--- config.mk ---
export PLATFORM = sky130hd
export DESIGN_NAME = attention_phase_hysteresis_fsm_unit
export DESIGN_NICKNAME = d
export VERILOG_FILES = /design/src/design/aphf_pkg.sv /design/src/design/attention_phase_hysteresis_fsm_unit.sv /design/src/design/aphf_step.sv
export SDC_FILE = /design/constraint.sdc
export NUM_CORES = 1
export LEC_CHECK = 0
export CAP_MARGIN = 0
export CELL_PAD_IN_SITES_DETAIL_PLACEMENT = 0
export CELL_PAD_IN_SITES_GLOBAL_PLACEMENT = 1
export CORE_MARGIN = 3
export CORE_UTILIZATION = 53
export DETAILED_ROUTE_END_ITERATION = 10
export DONT_BUFFER_PORTS = 1
export PLACE_DENSITY_LB_ADDON = 0.1
export SYNTH_ARGS = -nofsm -noshare
export SYNTH_HDL_FRONTEND = slang
export SYNTH_SLANG_ARGS = --single-unit
--- constraint.sdc ---
create_clock -name i_clk -period 12.8 [get_ports i_clk]
set_input_delay 0.64 -clock i_clk [delete_from_list [all_inputs] [get_ports i_clk]]
set_output_delay 0.64 -clock i_clk [all_outputs]
set_load 0.01 [all_outputs]
--- src/design/aphf_pkg.sv ---
// Shared types, constants and helpers for the attention phase hysteresis unit.
package aphf_pkg;

    // Bin range and widths
    localparam int NUM_BINS = 36;
    localparam int BIN_W    = 6;
    localparam logic [BIN_W:0]   BIN_LIMIT = (BIN_W + 1)'(NUM_BINS);
    localparam logic [BIN_W-1:0] BIN_MAX   = BIN_W'(NUM_BINS - 1);

    localparam int CONF_W  = 16;
    localparam int STAMP_W = 32;
    localparam int CFG_W   = 16;

    // Stream payload widths
    localparam int IN_DATA_W  = 56;
    localparam int OUT_DATA_W = 48;

    // Configuration register map (word index)
    localparam int ADDR_W = 4;
    localparam logic [1:0] REG_ENGAGE   = 2'd0;
    localparam logic [1:0] REG_RELEASE  = 2'd1;
    localparam logic [1:0] REG_DEBOUNCE = 2'd2;

    localparam logic [CFG_W-1:0] ENGAGE_RST   = 16'd16384;
    localparam logic [CFG_W-1:0] RELEASE_RST  = 16'd9830;
    localparam logic [CFG_W-1:0] DEBOUNCE_RST = 16'd250;

    // Output phase codes
    localparam logic [1:0] CODE_IDLE    = 2'd0;
    localparam logic [1:0] CODE_ORIENT  = 2'd1;
    localparam logic [1:0] CODE_ENGAGED = 2'd2;
    localparam logic [1:0] CODE_RELEASE = 2'd3;

    typedef enum logic [3:0] {
        PH_IDLE    = 4'b0001,
        PH_ORIENT  = 4'b0010,
        PH_ENGAGED = 4'b0100,
        PH_RELEASE = 4'b1000
    } t_phase;

    typedef struct packed {
        logic [CONF_W-1:0]  confidence;
        logic [BIN_W-1:0]   bin_idx;
        logic [STAMP_W-1:0] stamp;
    } t_item;

    typedef struct packed {
        logic [CFG_W-1:0] engage_lvl;
        logic [CFG_W-1:0] release_lvl;
        logic [CFG_W-1:0] debounce_time;
    } t_cfg;

    typedef struct packed {
        t_phase             phase;
        logic [STAMP_W-1:0] phase_start;
        logic [BIN_W-1:0]   tracked_bin;
        logic               tracked_valid;
        logic [STAMP_W-1:0] target_time;
    } t_state;

    // Map the one-hot phase to its two-bit output code
    function automatic logic [1:0] phase_code(input t_phase ph);
        logic [1:0] code;
        case (ph)
            PH_IDLE:    code = CODE_IDLE;
            PH_ORIENT:  code = CODE_ORIENT;
            PH_ENGAGED: code = CODE_ENGAGED;
            default:    code = CODE_RELEASE;
        endcase
        return code;
    endfunction

endpackage

--- src/design/attention_phase_hysteresis_fsm_unit.sv ---
// Top level: request stream in, phase machine, result stream out, APB registers.
// Pipeline: a request is registered in the input stage, its result in the result stage.
// Throughput: one request per cycle while the result stage is not held by back-pressure;
// the phase state register closes a loop through the next-state logic.
// Reset (synchronous, active low): phase idle, timers and bin cleared, both
// stages empty, registers back to engage 16384, release 9830, debounce 250.
module attention_phase_hysteresis_fsm_unit (
    input  logic                            i_clk,
    input  logic                            i_rst_n,
    // Request stream
    input  logic                            s_axis_tvalid,
    output logic                            s_axis_tready,
    // [15:0] confidence, [21:16] bin, [53:22] stamp, [55:54] zero
    input  logic [aphf_pkg::IN_DATA_W-1:0]  s_axis_tdata,
    // Result stream
    output logic                            m_axis_tvalid,
    input  logic                            m_axis_tready,
    // [1:0] phase, [2] listen, [8:3] held_bin, [9] held_bin_valid,
    // [41:10] engaged_time, [47:42] zero
    output logic [aphf_pkg::OUT_DATA_W-1:0] m_axis_tdata,
    // Configuration port
    input  logic                            psel,
    input  logic                            penable,
    input  logic                            pwrite,
    input  logic [aphf_pkg::ADDR_W-1:0]     paddr,
    input  logic [31:0]                     pwdata,
    output logic [31:0]                     prdata,
    output logic                            pready
);

    aphf_pkg::t_cfg   r_cfg;
    aphf_pkg::t_state r_state;
    aphf_pkg::t_state n_state;
    aphf_pkg::t_item  r_in;
    logic             r_in_valid;
    logic             r_out_valid;
    logic [aphf_pkg::OUT_DATA_W-1:0] r_out_data;
    logic             advance;
    logic             cfg_wr;
    logic [1:0]       cfg_idx;

    // Register port
    assign pready  = 1'b1;
    assign cfg_wr  = psel && penable && pwrite && pready;
    assign cfg_idx = paddr[3:2];

    always_ff @(posedge i_clk) begin
        if (!i_rst_n) begin
            r_cfg.engage_lvl    <= aphf_pkg::ENGAGE_RST;
            r_cfg.release_lvl   <= aphf_pkg::RELEASE_RST;
            r_cfg.debounce_time <= aphf_pkg::DEBOUNCE_RST;
        end else if (cfg_wr) begin
            case (cfg_idx)
                aphf_pkg::REG_ENGAGE:   r_cfg.engage_lvl    <= pwdata[15:0];
                aphf_pkg::REG_RELEASE:  r_cfg.release_lvl   <= pwdata[15:0];
                aphf_pkg::REG_DEBOUNCE: r_cfg.debounce_time <= pwdata[15:0];
                default: ;
            endcase
        end
    end

    always_comb begin
        case (cfg_idx)
            aphf_pkg::REG_ENGAGE:   prdata = {16'd0, r_cfg.engage_lvl};
            aphf_pkg::REG_RELEASE:  prdata = {16'd0, r_cfg.release_lvl};
            aphf_pkg::REG_DEBOUNCE: prdata = {16'd0, r_cfg.debounce_time};
            default:                prdata = '0;
        endcase
    end

    // Handshake: the input stage moves on when the result stage is free
    assign advance       = r_in_valid && (!r_out_valid || m_axis_tready);
    assign s_axis_tready = !r_in_valid || advance;
    assign m_axis_tvalid = r_out_valid;
    assign m_axis_tdata  = r_out_data;

    // Input register
    always_ff @(posedge i_clk) begin
        if (!i_rst_n) begin
            r_in_valid <= 1'b0;
        end else if (s_axis_tready) begin
            r_in_valid <= s_axis_tvalid;
        end
    end

    always_ff @(posedge i_clk) begin
        if (s_axis_tvalid && s_axis_tready) begin
            r_in.confidence <= s_axis_tdata[15:0];
            r_in.bin_idx    <= s_axis_tdata[21:16];
            r_in.stamp      <= s_axis_tdata[53:22];
        end
    end

    aphf_step u_step (
        .i_state (r_state),
        .i_item  (r_in),
        .i_cfg   (r_cfg),
        .o_state (n_state)
    );

    // Phase state
    always_ff @(posedge i_clk) begin
        if (!i_rst_n) begin
            r_state.phase         <= aphf_pkg::PH_IDLE;
            r_state.phase_start   <= '0;
            r_state.tracked_bin   <= '0;
            r_state.tracked_valid <= 1'b0;
            r_state.target_time   <= '0;
        end else if (advance) begin
            r_state <= n_state;
        end
    end

    // Result register
    always_ff @(posedge i_clk) begin
        if (!i_rst_n) begin
            r_out_valid <= 1'b0;
        end else if (advance) begin
            r_out_valid <= 1'b1;
        end else if (m_axis_tready) begin
            r_out_valid <= 1'b0;
        end
    end

    always_ff @(posedge i_clk) begin
        if (advance) begin
            r_out_data <= {6'd0,
                           n_state.target_time,
                           n_state.tracked_valid,
                           n_state.tracked_valid ? n_state.tracked_bin : 6'd0,
                           n_state.phase == aphf_pkg::PH_ENGAGED,
                           aphf_pkg::phase_code(n_state.phase)};
        end
    end

    // Engaged is only reachable with a captured bin
    a_engaged_has_bin: assert property (@(posedge i_clk) disable iff (!i_rst_n)
        r_state.phase == aphf_pkg::PH_ENGAGED |-> r_state.tracked_valid)
        else $error("engaged phase without a captured bin");

    // A pending result carries the current target time
    a_out_time_tracks_state: assert property (@(posedge i_clk) disable iff (!i_rst_n)
        m_axis_tvalid |-> m_axis_tdata[41:10] == r_state.target_time)
        else $error("result engaged_time differs from state");

    // An empty input stage always takes a request
    a_empty_stage_ready: assert property (@(posedge i_clk) disable iff (!i_rst_n)
        !r_in_valid |-> s_axis_tready)
        else $error("input stage empty but not ready");

endmodule

--- src/design/aphf_step.sv ---
// Next-state logic of the attention phase machine for one request.
module aphf_step (
    input  aphf_pkg::t_state i_state,
    input  aphf_pkg::t_item  i_item,
    input  aphf_pkg::t_cfg   i_cfg,
    output aphf_pkg::t_state o_state
);

    logic [aphf_pkg::BIN_W-1:0]   bin_sat;
    logic [aphf_pkg::STAMP_W-1:0] start_eff;
    logic [aphf_pkg::STAMP_W-1:0] elapsed;
    logic                         hit_engage;
    logic                         hit_release;
    logic                         debounced;
    logic                         bin_changed;

    // Saturate the bin, fill in an unset phase start, measure elapsed time
    always_comb begin
        bin_sat     = ({1'b0, i_item.bin_idx} >= aphf_pkg::BIN_LIMIT) ?
                      aphf_pkg::BIN_MAX : i_item.bin_idx;
        start_eff   = (i_state.phase_start == '0) ? i_item.stamp : i_state.phase_start;
        elapsed     = i_item.stamp - start_eff;
        hit_engage  = i_item.confidence >= i_cfg.engage_lvl;
        hit_release = i_item.confidence < i_cfg.release_lvl;
        debounced   = elapsed >= {16'd0, i_cfg.debounce_time};
        bin_changed = !i_state.tracked_valid || (bin_sat != i_state.tracked_bin);
    end

    // Phase transitions
    always_comb begin
        o_state             = i_state;
        o_state.phase_start = start_eff;
        case (i_state.phase)
            aphf_pkg::PH_IDLE: begin
                if (hit_engage) begin
                    o_state.phase         = aphf_pkg::PH_ORIENT;
                    o_state.phase_start   = i_item.stamp;
                    o_state.tracked_bin   = bin_sat;
                    o_state.tracked_valid = 1'b1;
                end
            end
            aphf_pkg::PH_ORIENT: begin
                if (hit_release) begin
                    o_state.phase       = aphf_pkg::PH_IDLE;
                    o_state.phase_start = i_item.stamp;
                end else if (bin_changed) begin
                    o_state.tracked_bin   = bin_sat;
                    o_state.tracked_valid = 1'b1;
                    o_state.phase_start   = i_item.stamp;
                end else if (debounced) begin
                    o_state.phase       = aphf_pkg::PH_ENGAGED;
                    o_state.phase_start = i_item.stamp;
                    o_state.target_time = i_item.stamp;
                end
            end
            aphf_pkg::PH_ENGAGED: begin
                if (hit_release) begin
                    o_state.phase       = aphf_pkg::PH_RELEASE;
                    o_state.phase_start = i_item.stamp;
                end else begin
                    o_state.tracked_bin   = bin_sat;
                    o_state.tracked_valid = 1'b1;
                    o_state.target_time   = i_item.stamp;
                end
            end
            default: begin
                if (hit_engage) begin
                    o_state.phase       = aphf_pkg::PH_ORIENT;
                    o_state.phase_start = i_item.stamp;
                end else if (debounced) begin
                    o_state.phase       = aphf_pkg::PH_IDLE;
                    o_state.phase_start = i_item.stamp;
                end
            end
        endcase
    end

endmodule

==> impl_metrics.env <==
export IMPL_status="complete, no violations"
export IMPL_switching_share_pct=34.1
export IMPL_multi_input_area_um2=7420
export IMPL_clk_transition_reported_paths_ns=0.06
export IMPL_ys_async_sr_fraction_pct=0
export IMPL_netSwitchingPower_uw=719
export IMPL_ys_flop_type="dfxtp_1"
export IMPL_dr_total_vias=11200
export IMPL_synth_top_area_share_pct=21.2
export IMPL_post_cts_repair_setup_buffers=0
export IMPL_yosysMostFrequentCell="nand2_1"
export IMPL_gp_congestion=0.900
export IMPL_leakagePower_nw=5.90
export IMPL_pwr_share_clk_pct=32.2
export IMPL_numCtsBuffers=25
export IMPL_die_x_um=166
export IMPL_syn_avg_cell_area_um2=8.78
export IMPL_fin_area_um2=14400
export IMPL_synthCells=1548
export IMPL_hold_depth=0
export IMPL_slew_viol_final=0
export IMPL_fmax_mhz=135
export IMPL_io_buffers=0
export IMPL_combPwrFrac_pct=30.0
export IMPL_cp_required_ns=13.19
export IMPL_cts_sinks=221
export IMPL_r2r_end="r_state[1]"
export IMPL_power_density_nw_per_um2=146
export IMPL_irDropWorstVdd_mv=0.122
export IMPL_synth_cell_types=78
export IMPL_crit_path_start="r_state[39]"
export IMPL_critPathKind="register to register"
export IMPL_min_delay_start="s_axis_tdata[52]"
export IMPL_ys_seq_elements=221
export IMPL_drtIter0Drc=1038
export IMPL_netlist_top_cells_area="edfxtp_1 21%, dfxtp_1 18%, nand2_1 8.1%"
export IMPL_slew_headroom_pct=30.0
export IMPL_syn_area_um2=13600
export IMPL_grt_pass1_vias=10700
export IMPL_drt_wl_total_um=36100
export IMPL_reg2reg_from="r_state[39]"
export IMPL_cts_root_buf="clkbuf_16"
export IMPL_syn2layout_area_growth_pct=6.07
export IMPL_fin_nets=1672
export IMPL_ctsLongestPathBuffers=3
export IMPL_hp_class="primary input to register"
export IMPL_die_area_um2=27600
export IMPL_min_to="r_in[30]"
export IMPL_core_area_um2=24700
export IMPL_wl_per_cell_um=19.7
export IMPL_synth_top_area_cell="edfxtp_1"
export IMPL_row_count=57
export IMPL_grt_max_degree=81
export IMPL_place_ws_ns=5.45
export IMPL_cts_tree="built"
export IMPL_worst_r2r_path_depth=23
export IMPL_drive_gt1_share_pct=6.22
export IMPL_antennaDiodeCount=0
export IMPL_cp_start_kind="register"
export IMPL_postCtsHoldBufs=0
export IMPL_final_util_pct=58.3
export IMPL_start_util_pct=54.9
export IMPL_skew_ns=0.0168
export IMPL_finalHoldViolations=0
export IMPL_via_per_inst=6.10
export IMPL_clk_latency_ns=0.54
export IMPL_worst_slack_ns=5.37
export IMPL_internal_power_mw=1.39
export IMPL_ys_top_cells_by_count="294 x nand2_1, 152 x a21oi_1, 125 x dfxtp_1"
export IMPL_grt_pass1_wl_um=58000
export IMPL_critPathMaxFanout=31
export IMPL_period_share_pct=58.0
export IMPL_num_io_pins=182
export IMPL_fillerInstances=2240
export IMPL_regArea_um2=5390
export IMPL_worst_slew_pin_slew_ns=1.05
export IMPL_cts_resized_gates=0
export IMPL_drc=0
export IMPL_power_frac_seq_pct=37.8
export IMPL_place_area_um2=13700
export IMPL_firstDrtPassIters=7
export IMPL_antenna_found_initial=0
export IMPL_grt_setup_unrepaired="no"
export IMPL_finalCriticalPeriod_ns=7.43
export IMPL_seq_area_frac_synth_pct=39.6
export IMPL_end_kind="register"
export IMPL_grt_use_total_pct=25.3
export IMPL_drv_cap=0
export IMPL_overflow=0
export IMPL_synth_warnings=0
export IMPL_dp_final_hpwl_um=24500
export IMPL_die_y_um=166
export IMPL_synth_edf_count=96
export IMPL_r2r_slack_ns=5.37
export IMPL_h_tree_depth=1
export IMPL_crit_arrival_ns=7.82
export IMPL_tns_ns=0
export IMPL_setup_viol=0
export IMPL_detail_route_antenna_nets=0
[logic make-up (layout without fill, tap and decap cells)]
group	after synthesis	count (layout)	share of synthesized area, %
adders and majority gates	79	79	7.33
DFF	221	221	39.6
buffers and inverters	208	151	6.76
AOI/OAI and AO/OA	415	415	19.8
xor gates and xnor gates	25	25	1.61
and+or+nand+nor	476	476	15.6
muxes	122	122	9.27
other	2	23	0.0552
[layout make-up]
| type | instances | area share (%) |
|---|---|---|
| Multi-Input combinational cell | 1140 | 51.5 |
| Tap cell | 324 | 2.81 |
| Inverter | 92 | 2.40 |
| Clock buffer | 35 | 4.67 |
| Timing Repair Buffer | 14 | 0.729 |
| Sequential cell | 221 | 37.3 |
| Clock inverter | 10 | 0.581 |
[metal layers]
| layer | vias up | GRT usage [%] | routed length (µm) |
|---|---|---|---|
| met5 | - | 0 | 0 |
| met4 | 0 | 5.50 | 766 |
| met3 | 48 | 3.71 | 1800 |
| met2 | 325 | 41.0 | 16600 |
| met1 | 5379 | 36.1 | 17000 |
| li1 | 5442 | - | - |
[placed cells by master, fill, tap and decap left out, types with 13 or more instances in the layout]
| cell | count |
|---|---|
| nand3_1 | 18 |
| nand2b_1 | 15 |
| dfxtp_1 | 125 |
| ha_1 | 78 |
| edfxtp_1 | 96 |
| mux2_2 | 24 |
| buf_4 | 14 |
| a221oi_1 | 63 |
| conb_1 | 23 |
| o21ai_0 | 73 |
| inv_1 | 90 |
| nand2_1 | 294 |
| nor2b_1 | 13 |
| a21oi_1 | 152 |
| clkbuf_16 | 25 |
| mux2i_1 | 91 |
| a21o_1 | 29 |
| nand4_1 | 20 |
| xnor2_1 | 14 |
| o211ai_1 | 22 |
| nor2_1 | 53 |
[flip-flops by register name, indices dropped and copies added, names as in the netlist]
name and cells:
m_axis_tdata 42, m_axis_tvalid 1, r_cfg 48, r_in 54
r_in_valid 1, r_state 75
[per-stage QoR]
step / hold slack [ns] / power (mW) / instances
2_1_floorplan: 0.431 / 1.29 / 1569
3_3_place_gp: 0.439 / 1.43 / 1791
3_5_place_dp: 0.446 / 1.43 / 1791
4_1_cts: 0.182 / 2.11 / 1836
5_1_grt: 0.180 / 2.23 / 1836
6_report: 0.202 / 2.11 / 1836
[worst max-delay path, cell delays in order, from the launching register on]
cell	delay, ns
dfxtp_1	0.35
nor4_1	0.40
nand4_1	0.35
nor2_4	0.33
buf_4	0.38
a21oi_1	0.18
ha_1	0.36
a21o_1	0.24
a221o_2	0.45
a41oi_1	0.32
nand2_1	0.15
a31oi_1	0.23
xnor2_1	0.17
ha_1	0.28
a21o_1	0.16
a221o_1	0.28
and4bb_1	0.24
o2111ai_1	0.23
nor4_4	0.54
a2bb2oi_4	0.52
buf_4	0.45
nor2_4	0.08
buf_4	0.32
mux2i_1	0.19
[power groups by stage]
stage	clock network [mW]	registers, mW	logic, mW
2_1_floorplan	0	0.800	0.493
3_3_place_gp	0	0.810	0.616
3_5_place_dp	0	0.811	0.624
4_1_cts	0.689	0.796	0.627
5_1_grt	0.717	0.800	0.711
6_report	0.677	0.796	0.632
[how the worst max path moves through the flow]
| stage | slack, ns | end |
|---|---|---|
| floorplan | 7.06 | m_axis_tdata[11] |
| global placement | 5.47 | r_state[5] |
| detailed placement | 5.45 | r_state[1] |
| CTS | 5.41 | r_state[29] |
| global route | 4.85 | r_state[11] |
| finish | 5.37 | r_state[1] |
Note: power is estimated with default switching activity, not from simulation.
